[src/rtl/sird_pkg.sv]
// ----------------------------------------------------------------------------
// sird_pkg: shared types and constants for signed integer to radix digits
// Field widths, register indexes, reset values, special characters and the
// classification record that travels from the front end to the back end.
// ----------------------------------------------------------------------------
package sird_pkg;

	// Fixed field widths
	localparam int VALUE_W     = 32;
	localparam int SYMBOL_W    = 8;
	localparam int RADIX_W     = 5;
	localparam int SYMBOLS_W   = 64;
	localparam int CFG_DATA_W  = 64;
	localparam int CFG_INDEX_W = 2;
	localparam int SYMBOL_CNT  = 16;
	localparam int SLOT_W      = 4;

	// Default parameter values
	localparam int DEFAULT_MAX_RADIX  = 16;
	localparam int DEFAULT_VALUE_BITS = 32;
	localparam int QUEUE_DEPTH        = 2;

	// Register indexes
	typedef enum logic [CFG_INDEX_W-1:0] {
		REG_RADIX        = 2'd0,
		REG_SYMBOLS_LOW  = 2'd1,
		REG_SYMBOLS_HIGH = 2'd2
	} cfg_reg_t;

	// Reset values: radix 10, alphabet "0123456789ABCDEF"
	localparam logic [RADIX_W-1:0]   RESET_RADIX        = 5'd10;
	localparam logic [SYMBOLS_W-1:0] RESET_SYMBOLS_LOW  = 64'h3736353433323130;
	localparam logic [SYMBOLS_W-1:0] RESET_SYMBOLS_HIGH = 64'h4645444342413938;

	// Special characters
	localparam logic [SYMBOL_W-1:0] CHAR_NUL   = 8'h00;
	localparam logic [SYMBOL_W-1:0] CHAR_TAB   = 8'h09;
	localparam logic [SYMBOL_W-1:0] CHAR_LF    = 8'h0A;
	localparam logic [SYMBOL_W-1:0] CHAR_VT    = 8'h0B;
	localparam logic [SYMBOL_W-1:0] CHAR_FF    = 8'h0C;
	localparam logic [SYMBOL_W-1:0] CHAR_CR    = 8'h0D;
	localparam logic [SYMBOL_W-1:0] CHAR_SPACE = 8'h20;
	localparam logic [SYMBOL_W-1:0] CHAR_PLUS  = 8'h2B;
	localparam logic [SYMBOL_W-1:0] CHAR_MINUS = 8'h2D;

	// Classification of one accepted value
	typedef struct packed {
		logic bad;   // alphabet invalid: one error result
		logic neg;   // value negative: leading minus
	} item_class_t;

	// Pick the symbol byte for digit slot d
	function automatic logic [SYMBOL_W-1:0] symbol_at(
		input logic [SYMBOLS_W-1:0] lo,
		input logic [SYMBOLS_W-1:0] hi,
		input logic [SLOT_W-1:0]    d
	);
		logic [SYMBOLS_W-1:0] word;
		word = d[SLOT_W-1] ? hi : lo;
		return word[8*d[SLOT_W-2:0] +: SYMBOL_W];
	endfunction

endpackage

[src/rtl/sird_front.sv]
// ----------------------------------------------------------------------------
// sird_front: front end of the radix converter
// Takes the start transaction, checks the alphabet, splits the value into
// sign and exact magnitude and pushes the record into the queue.
// ----------------------------------------------------------------------------
module sird_front #(
	parameter int MAX_RADIX  = sird_pkg::DEFAULT_MAX_RADIX,
	parameter int VALUE_BITS = sird_pkg::DEFAULT_VALUE_BITS
) (
	input  logic                           start,
	input  logic [sird_pkg::VALUE_W-1:0]   value,
	input  logic                           full,
	input  logic [sird_pkg::RADIX_W-1:0]   radix,
	input  logic [sird_pkg::SYMBOLS_W-1:0] symbols_low,
	input  logic [sird_pkg::SYMBOLS_W-1:0] symbols_high,
	output logic                           busy,
	output logic                           push,
	output sird_pkg::item_class_t          cls,
	output logic [VALUE_BITS-1:0]          mag
);
	import sird_pkg::*;

	logic [SYMBOL_W-1:0]   sym [SYMBOL_CNT];
	logic [SYMBOL_CNT-1:0] used;
	logic                  bad;
	logic [VALUE_BITS-1:0] v;

	// Hold off new transactions while the queue is full
	assign busy = full;
	assign push = start && !full;

	// Check the alphabet: radix range, forbidden bytes, duplicates
	always_comb begin
		bad = (radix < RADIX_W'(2)) || (radix > RADIX_W'(MAX_RADIX));
		for (int i = 0; i < SYMBOL_CNT; i++) begin
			sym[i]  = symbol_at(symbols_low, symbols_high, SLOT_W'(i));
			used[i] = RADIX_W'(i) < radix;
		end
		for (int i = 0; i < SYMBOL_CNT; i++) begin
			if (used[i] && (sym[i] == CHAR_NUL || sym[i] == CHAR_PLUS ||
				sym[i] == CHAR_MINUS || sym[i] == CHAR_SPACE || sym[i] == CHAR_TAB ||
				sym[i] == CHAR_LF || sym[i] == CHAR_VT || sym[i] == CHAR_FF ||
				sym[i] == CHAR_CR)) begin
				bad = 1'b1;
			end
			for (int j = i + 1; j < SYMBOL_CNT; j++) begin
				if (used[j] && sym[i] == sym[j]) begin
					bad = 1'b1;
				end
			end
		end
	end

	// Split into sign and magnitude; the most negative value fits unsigned
	assign v       = value[VALUE_BITS-1:0];
	assign cls.bad = bad;
	assign cls.neg = v[VALUE_BITS-1];
	assign mag     = v[VALUE_BITS-1] ? (~v + 1'b1) : v;

endmodule

[src/rtl/sird_queue.sv]
// ----------------------------------------------------------------------------
// sird_queue: short queue between front end and back end
// Register-based FIFO; push and pop may happen in the same cycle.
// ----------------------------------------------------------------------------
module sird_queue #(
	parameter int WIDTH = 8,
	parameter int DEPTH = sird_pkg::QUEUE_DEPTH
) (
	input  logic             clk,
	input  logic             arst_n,
	input  logic             push,
	input  logic [WIDTH-1:0] push_data,
	input  logic             pop,
	output logic [WIDTH-1:0] pop_data,
	output logic             full,
	output logic             empty
);
	import sird_pkg::*;

	localparam int PTR_W = (DEPTH > 1) ? $clog2(DEPTH) : 1;
	localparam int CNT_W = $clog2(DEPTH + 1);

	logic [WIDTH-1:0] slot_q [DEPTH];
	logic [PTR_W-1:0] wr_ptr_q;
	logic [PTR_W-1:0] rd_ptr_q;
	logic [CNT_W-1:0] count_q;
	logic             do_push;
	logic             do_pop;

	assign full     = count_q == CNT_W'(DEPTH);
	assign empty    = count_q == '0;
	assign do_push  = push && !full;
	assign do_pop   = pop && !empty;
	assign pop_data = slot_q[rd_ptr_q];

	// Advance pointers and occupancy
	always_ff @(posedge clk or negedge arst_n) begin
		if (!arst_n) begin
			wr_ptr_q <= '0;
			rd_ptr_q <= '0;
			count_q  <= '0;
		end else begin
			if (do_push) begin
				wr_ptr_q <= (wr_ptr_q == PTR_W'(DEPTH - 1)) ? '0 : wr_ptr_q + 1'b1;
			end
			if (do_pop) begin
				rd_ptr_q <= (rd_ptr_q == PTR_W'(DEPTH - 1)) ? '0 : rd_ptr_q + 1'b1;
			end
			if (do_push && !do_pop) begin
				count_q <= count_q + 1'b1;
			end else if (do_pop && !do_push) begin
				count_q <= count_q - 1'b1;
			end
		end
	end

	// Store entries
	always_ff @(posedge clk) begin
		if (do_push) begin
			slot_q[wr_ptr_q] <= push_data;
		end
	end

endmodule

[src/rtl/sird_back.sv]
// ----------------------------------------------------------------------------
// sird_back: back end of the radix converter
// Divides the magnitude by the radix eight bits a cycle, keeps the digits
// least significant first, then emits minus sign and digits most
// significant first, one character per cycle; an invalid alphabet gives one error result instead.
// ----------------------------------------------------------------------------
module sird_back #(
	parameter int MAX_RADIX  = sird_pkg::DEFAULT_MAX_RADIX,
	parameter int VALUE_BITS = sird_pkg::DEFAULT_VALUE_BITS
) (
	input  logic                           clk,
	input  logic                           arst_n,
	input  logic [sird_pkg::RADIX_W-1:0]   radix,
	input  logic [sird_pkg::SYMBOLS_W-1:0] symbols_low,
	input  logic [sird_pkg::SYMBOLS_W-1:0] symbols_high,
	input  logic                           avail,
	input  sird_pkg::item_class_t          cls,
	input  logic [VALUE_BITS-1:0]          mag,
	output logic                           pop,
	output logic                           strobe,
	output logic [sird_pkg::SYMBOL_W-1:0]  symbol,
	output logic                           last,
	output logic                           bad_alphabet
);
	import sird_pkg::*;

	localparam int DIGIT_W    = (MAX_RADIX > 2) ? $clog2(MAX_RADIX) : 1;
	localparam int STEP_BITS  = 8;
	localparam int NCHUNK     = (VALUE_BITS + STEP_BITS - 1) / STEP_BITS;
	localparam int DIV_W      = NCHUNK * STEP_BITS;
	localparam int CHUNK_W    = (NCHUNK > 1) ? $clog2(NCHUNK) : 1;
	localparam int IDX_W      = $clog2(VALUE_BITS);
	localparam int TRIAL_W    = RADIX_W + 1;

	typedef enum logic [1:0] {
		ST_IDLE,
		ST_DIV,
		ST_SIGN,
		ST_EMIT
	} state_t;

	state_t                       state_q;
	logic [DIV_W-1:0]             div_q;
	logic [DIGIT_W-1:0]           rem_q;
	logic [CHUNK_W-1:0]           chunk_q;
	logic [IDX_W-1:0]             nd_q;
	logic [IDX_W-1:0]             ptr_q;
	logic                         neg_q;
	logic [DIGIT_W-1:0]           digit_q [VALUE_BITS];

	logic [STEP_BITS-1:0]         top;
	logic [STEP_BITS-1:0]         qbits;
	logic [DIGIT_W-1:0]           rem_w;
	logic [TRIAL_W-1:0]           trial;
	logic [DIV_W+STEP_BITS-1:0]   shifted;
	logic [DIV_W-1:0]             div_next;
	logic                         chunk_end;
	logic                         div_end;

	assign pop = (state_q == ST_IDLE) && avail;

	// Eight restoring division steps on the top byte of the dividend
	always_comb begin
		top   = div_q[DIV_W-1 -: STEP_BITS];
		rem_w = rem_q;
		qbits = '0;
		trial = '0;
		for (int k = STEP_BITS - 1; k >= 0; k--) begin
			trial = TRIAL_W'({rem_w, top[k]});
			if (trial >= TRIAL_W'(radix)) begin
				qbits[k] = 1'b1;
				trial    = trial - TRIAL_W'(radix);
			end
			rem_w = trial[DIGIT_W-1:0];
		end
		shifted  = {div_q, qbits};
		div_next = shifted[DIV_W-1:0];
	end

	assign chunk_end = chunk_q == CHUNK_W'(NCHUNK - 1);
	assign div_end   = chunk_end && (div_next == '0 || nd_q == IDX_W'(VALUE_BITS - 1));

	// Sequence the item and drive registered results
	always_ff @(posedge clk or negedge arst_n) begin
		if (!arst_n) begin
			state_q      <= ST_IDLE;
			strobe       <= 1'b0;
			symbol       <= '0;
			last         <= 1'b0;
			bad_alphabet <= 1'b0;
		end else begin
			strobe <= 1'b0;
			unique case (state_q)
				ST_IDLE: begin
					if (avail) begin
						if (cls.bad) begin
							strobe       <= 1'b1;
							symbol       <= CHAR_NUL;
							last         <= 1'b1;
							bad_alphabet <= 1'b1;
						end else begin
							state_q <= ST_DIV;
						end
					end
				end
				ST_DIV: begin
					if (div_end) begin
						state_q <= neg_q ? ST_SIGN : ST_EMIT;
					end
				end
				ST_SIGN: begin
					strobe       <= 1'b1;
					symbol       <= CHAR_MINUS;
					last         <= 1'b0;
					bad_alphabet <= 1'b0;
					state_q      <= ST_EMIT;
				end
				ST_EMIT: begin
					strobe       <= 1'b1;
					symbol       <= symbol_at(symbols_low, symbols_high,
						SLOT_W'(digit_q[ptr_q]));
					last         <= ptr_q == '0;
					bad_alphabet <= 1'b0;
					if (ptr_q == '0) begin
						state_q <= ST_IDLE;
					end
				end
				default: begin
					state_q <= ST_IDLE;
				end
			endcase
		end
	end

	// Divider datapath and digit store
	always_ff @(posedge clk) begin
		unique case (state_q)
			ST_IDLE: begin
				div_q   <= DIV_W'(mag);
				rem_q   <= '0;
				chunk_q <= '0;
				nd_q    <= '0;
				neg_q   <= cls.neg;
			end
			ST_DIV: begin
				div_q <= div_next;
				if (chunk_end) begin
					digit_q[nd_q] <= rem_w;
					rem_q         <= '0;
					chunk_q       <= '0;
					if (div_end) begin
						ptr_q <= nd_q;
					end else begin
						nd_q <= nd_q + 1'b1;
					end
				end else begin
					rem_q   <= rem_w;
					chunk_q <= chunk_q + 1'b1;
				end
			end
			ST_EMIT: begin
				if (ptr_q != '0) begin
					ptr_q <= ptr_q - 1'b1;
				end
			end
			default: begin
			end
		endcase
	end

endmodule

[src/rtl/signed_int_to_radix_digits.sv]
// ----------------------------------------------------------------------------
// signed_int_to_radix_digits: signed integer to text in a configured radix
// Converts each value into its characters, most significant digit first,
// with a leading minus for negatives, using a configurable digit alphabet.
// ----------------------------------------------------------------------------
//
//   Channel   Handshake          Payload                         Width
//   input     start / busy       value                           32
//   result    strobe             symbol, last, bad_alphabet      8, 1, 1
//   config    wr_en              wr_index, wr_data               2, 64
//
// A transaction is taken when start is high and busy is low; a two-entry
// queue lets up to two values wait while the back end works.
// Each digit is worked out in the shared divider, then the characters go out
// one per cycle, the minus sign first for negatives.
// An invalid alphabet gives one error result in the cycle after the pop.
// Results are strobed for one cycle and cannot be stalled. Reset clears
// control state and restores radix 10 with the alphabet 0-9, A-F.
//
module signed_int_to_radix_digits #(
	parameter int MAX_RADIX  = sird_pkg::DEFAULT_MAX_RADIX,
	parameter int VALUE_BITS = sird_pkg::DEFAULT_VALUE_BITS
) (
	input  logic                             clk,
	input  logic                             arst_n,
	input  logic                             start,
	input  logic [sird_pkg::VALUE_W-1:0]     value,
	output logic                             busy,
	output logic                             strobe,
	output logic [sird_pkg::SYMBOL_W-1:0]    symbol,
	output logic                             last,
	output logic                             bad_alphabet,
	input  logic                             wr_en,
	input  logic [sird_pkg::CFG_INDEX_W-1:0] wr_index,
	input  logic [sird_pkg::CFG_DATA_W-1:0]  wr_data
);
	import sird_pkg::*;

	localparam int CLASS_W = $bits(item_class_t);
	localparam int ENTRY_W = CLASS_W + VALUE_BITS;

	logic [RADIX_W-1:0]    radix_q;
	logic [SYMBOLS_W-1:0]  symbols_low_q;
	logic [SYMBOLS_W-1:0]  symbols_high_q;

	logic                  full;
	logic                  empty;
	logic                  push;
	logic                  pop;
	item_class_t           push_cls;
	logic [VALUE_BITS-1:0] push_mag;
	logic [ENTRY_W-1:0]    head;
	item_class_t           head_cls;
	logic [VALUE_BITS-1:0] head_mag;

	// Configuration registers
	always_ff @(posedge clk or negedge arst_n) begin
		if (!arst_n) begin
			radix_q        <= RESET_RADIX;
			symbols_low_q  <= RESET_SYMBOLS_LOW;
			symbols_high_q <= RESET_SYMBOLS_HIGH;
		end else if (wr_en) begin
			unique case (wr_index)
				REG_RADIX:        radix_q        <= wr_data[RADIX_W-1:0];
				REG_SYMBOLS_LOW:  symbols_low_q  <= wr_data;
				REG_SYMBOLS_HIGH: symbols_high_q <= wr_data;
				default: begin
				end
			endcase
		end
	end

	sird_front #(
		.MAX_RADIX  (MAX_RADIX),
		.VALUE_BITS (VALUE_BITS)
	) u_front (
		.start        (start),
		.value        (value),
		.full         (full),
		.radix        (radix_q),
		.symbols_low  (symbols_low_q),
		.symbols_high (symbols_high_q),
		.busy         (busy),
		.push         (push),
		.cls          (push_cls),
		.mag          (push_mag)
	);

	sird_queue #(
		.WIDTH (ENTRY_W),
		.DEPTH (QUEUE_DEPTH)
	) u_queue (
		.clk       (clk),
		.arst_n    (arst_n),
		.push      (push),
		.push_data ({push_cls, push_mag}),
		.pop       (pop),
		.pop_data  (head),
		.full      (full),
		.empty     (empty)
	);

	// Unpack the queue head
	assign head_cls = item_class_t'(head[ENTRY_W-1 -: CLASS_W]);
	assign head_mag = head[VALUE_BITS-1:0];

	sird_back #(
		.MAX_RADIX  (MAX_RADIX),
		.VALUE_BITS (VALUE_BITS)
	) u_back (
		.clk          (clk),
		.arst_n       (arst_n),
		.radix        (radix_q),
		.symbols_low  (symbols_low_q),
		.symbols_high (symbols_high_q),
		.avail        (!empty),
		.cls          (head_cls),
		.mag          (head_mag),
		.pop          (pop),
		.strobe       (strobe),
		.symbol       (symbol),
		.last         (last),
		.bad_alphabet (bad_alphabet)
	);

endmodule

[config.mk]
export PLATFORM = sky130hd
export DESIGN_NAME = signed_int_to_radix_digits
export DESIGN_NICKNAME = d
export VERILOG_FILES = /design/src/rtl/sird_pkg.sv /design/src/rtl/sird_front.sv /design/src/rtl/sird_queue.sv /design/src/rtl/sird_back.sv /design/src/rtl/signed_int_to_radix_digits.sv
export SDC_FILE = /design/constraint.sdc
export NUM_CORES = 1
export LEC_CHECK = 0
export BUFFER_PORTS_ARGS = -buffer_cell sky130_fd_sc_hd__buf_2
export CAP_MARGIN = 5
export CORE_UTILIZATION = 45
export CTS_CLUSTER_SIZE = 8
export DETAILED_ROUTE_END_ITERATION = 10
export HOLD_SLACK_MARGIN = 0.02
export PLACE_DENSITY = 0.65
export SLEW_MARGIN = 5
export SYNTH_ARGS = -nofsm -noshare
export SYNTH_HDL_FRONTEND = slang
export SYNTH_HIERARCHICAL = 1
export SYNTH_SLANG_ARGS = --single-unit
[constraint.sdc]
create_clock -name clk -period 14.1 [get_ports clk]
set_input_delay 2.82 -clock clk [delete_from_list [all_inputs] [get_ports clk]]
set_output_delay 2.82 -clock clk [all_outputs]
set_load 0.02 [all_outputs]
==> key figures <==
Status
  • Status: finished clean

Logic synthesis
  • Syn avg cell area: 10.6 sq um
  • Syn nets: 3275
  • Synth area leaders: edfxtp_1 22%, xnor2_1 14%, xor2_1 13%
  • Main synth FF type: edfxtp_1
  • Share of the synthesized area in the top cell type: 22.2%
  • Sequential area share after synthesis: 34.1%
  • Netlist cell types: 85
  • YS warnings: 6
  • Post-synth EDFFs: 245
  • Asr flop ratio synth: 37.5%
  • Yosys top cell by area: edfxtp_1
  • Mapped Cells: 3111
  • Flops & latches, synth: 400
  • Mapped Area: 33100 sq um

Die
  • Placement Rows: 99
  • Die height: 273 microns
  • Initial Util: 45.5%
  • Die X: 273 microns
  • Io pins: 114
  • Core area: 72800 sq um
  • Die ar.: 74700 sq um

Cells and area
  • Fin nets: 3226
  • Final core occ: 48.9%
  • Post-route insts no fill: 4057
  • Proportion of layout cells with a drive suffix above 1: 20.5%
  • Area used by multi-input combinational logic: 19900 sq um
  • FF/Latch Area: 11300 sq um
  • Area Growth Syn to Fin: 7.57%
  • Filler cells: 6685

Setup path
  • WP data required: 14620 ps
  • Cell mode on critical path: a21o_1
  • Crit-path slowest cell: dfstp_2
  • Setup crit start kind: flip-flop
  • Crit Path Max Fanout: 14
  • Worst setup EP type: flip-flop
  • Crit path DAT: 13800 ps
  • Setup CP Type: flip-flop to flip-flop
  • Largest stage delay, worst path: 670 ps

Place
  • DP Cell Count: 3960
  • Final Wtd Congestion: 1.00
  • Pre-CTS WS: 441 ps
  • Quantity of I/O buffers inserted on ports: 113
  • Hpwl dp: 68.7 mm

Clock tree
  • CTS tree: done
  • Clk sinks: 400
  • Cts hold-fix bufs: 0
  • Num CTS Buffers: 56
  • Later-pin clock latency in the skew report: 660 ps
  • Root buf cell: clkbuf_16
  • Max Root-Sink Buffers: 3
  • H-tree depth: 2
  • Clock transition time at the flip-flop clock pins of the worst setup and hold paths: 50 ps

STA
  • PnR worst setup slack: 814 ps
  • Fin crit share: 94.2%
  • Setup Viol. Count Final: 0
  • Fin crit period: 13290 ps
  • Worst slew pin tran: 1310 ps
  • Max-slew headroom: 12.0%
  • Final hold vios: 0
  • Highest Clock Rate: 75.3 MHz
  • Worst Clk Skew: 39.1 ps
  • Final Max Slew Viols: 0

Route
  • Vias: 25.4k
  • Antenna Nets Post-Route: 0
  • Pre-Repair DR Iteration Count: 8
  • Detailed Route WL: 112 mm
  • Drt via density: 6.26
  • DRC errors left: 0
  • DR WL/cell: 27.6 microns
  • Iter 0 DRT Violations: 3705

Min path
  • Worst Hold Class: flip-flop to flip-flop

Global routing
  • GRT overflow: 0
  • Initial antenna violation count: 6
  • Pin count of the biggest net entering global routing: 85
  • Tot GR Track Use: 29.4%
  • First-pass GRT wire length: 164 mm
  • Vias in the first global route: 24.2k

Run
  • Total of max-cap violations: 0
[through the flow]
stage          setup TNS (ps)  area [sq um]  hold slack (ps)
4_1_cts                     0         35600              510
5_1_grt                 -48.8         35600              524
2_1_floorplan               0         33100              461
3_5_place_dp                0         33900              498
3_3_place_gp                0         33900              488
6_report                    0         35600              505
[cell usage in the layout (no fill, tap or decap), drive strengths merged, types with 32 or more instances in the layout]
cell	n
nand4	131
nor3	39
nor4	149
nand3	32
nor2	112
nand2b	33
inv	47
nand2	66
mux2i	73
dfrtp	98
a21oi	74
mux2	235
clkbuf	87
xnor2	544
xor2	484
edfxtp	245
buf	223
o21ai	38
ha	54
dfstp	52
[worst max-delay path, delay by kind of cell (launching register included)]
family | cells | cell delay [ps]
AO/OA/AOI/OAI | 28 | 5120
adder cells (fa/ha/maj) | 8 | 2200
buffers and inverters | 13 | 1690
flip-flops | 1 | 670
multiplexers | 8 | 3000
AND/OR/NAND/NOR | 2 | 420
[kinds of logic after synthesis]
kind of cell / after synthesis / share of synthesized area, %
AO/OA/AOI/OAI: 281 / 5.93
XOR/XNOR: 1028 / 27.2
adder cells (fa/ha/maj): 62 / 2.52
buffers and inverters: 376 / 5.90
flip-flops: 400 / 34.1
multiplexers: 336 / 13.8
AND/OR/NAND/NOR: 628 / 10.6
[synthesized netlist by cell type (all sizes together) (54+ instances only)]
| library cell | n |
|---|---|
| ha | 54 |
| dfrtp | 98 |
| mux2 | 235 |
| edfxtp | 245 |
| nand2 | 66 |
| nor4 | 149 |
| a21oi | 74 |
| clkbuf | 58 |
| xnor2 | 544 |
| nand4 | 131 |
| mux2i | 73 |
| buf | 272 |
| nor2 | 112 |
| xor2 | 484 |
[layer usage]
layer / track usage, % / share of wire [%] / up-vias
met3: 8.20 / 12 / 422
met2: 42.9 / 42 / 1747
met1: 39.8 / 40 / 12401
met5: 0 / 0.023 / -
li1: - / - / 10814
met4: 14.6 / 5.4 / 4
[what timing repair did]
item,in CTS,in global routing
resized for setup,0,4
setup endpoints to repair,0,48
buffers inserted,0,3
[cell type report]
class | count | share of cell area (%)
multi-input combinational | 2335 | 55.9
sequential | 400 | 31.7
clock buffer | 87 | 4.35
timing repair buffer | 223 | 3.96
tap | 959 | 3.37
inverter | 46 | 0.485
clock inverter | 3 | 0.193
antenna | 4 | 0.0281
[flip-flops by register name, indices dropped and copies added, names as in the netlist, named ones only]
register             flops
u_back/digit_q         128
u_queue/slot_q          68
symbols_high_q          64
symbols_low_q           64
u_back/div_q            32
u_back/symbol            8
radix_q                  5
u_back/nd_q              5
u_back/ptr_q             5
u_back/rem_q             4
u_back/chunk_q           2
u_back/state_q           2
u_queue/count_q          2
u_back/bad_alphabet      1
u_back/last              1
u_back/neg_q             1
u_back/strobe            1
u_queue/rd_ptr_q         1
u_queue/wr_ptr_q         1
[final timing paths]
| path | startpoint | end | cells after the start | slack [ps] |
|---|---|---|---|---|
| min in group asynchronous | arst_n | symbols_low_q[48]$_DFFE_PN0P_ | 1 | 2230 |
| hold / removal | symbols_high_q[1]$_DFFE_PN0P_ | symbols_high_q[1]$_DFFE_PN0P_ | 1 | 510 |
| setup reg to reg | radix_q[3]$_DFFE_PN1P_ | flip-flop | 59 | 810 |
| hold reg to reg | symbols_high_q[1]$_DFFE_PN0P_ | symbols_high_q[1]$_DFFE_PN0P_ | 1 | 510 |
| setup / recovery | radix_q[3]$_DFFE_PN1P_ | flip-flop | 59 | 810 |
| max in group asynchronous | arst_n | symbols_low_q[26]$_DFFE_PN0P_ | 2 | 10470 |
Power is not shown: default switching activity piles up to over one toggle a cycle in this logic, so the estimate is an artifact.
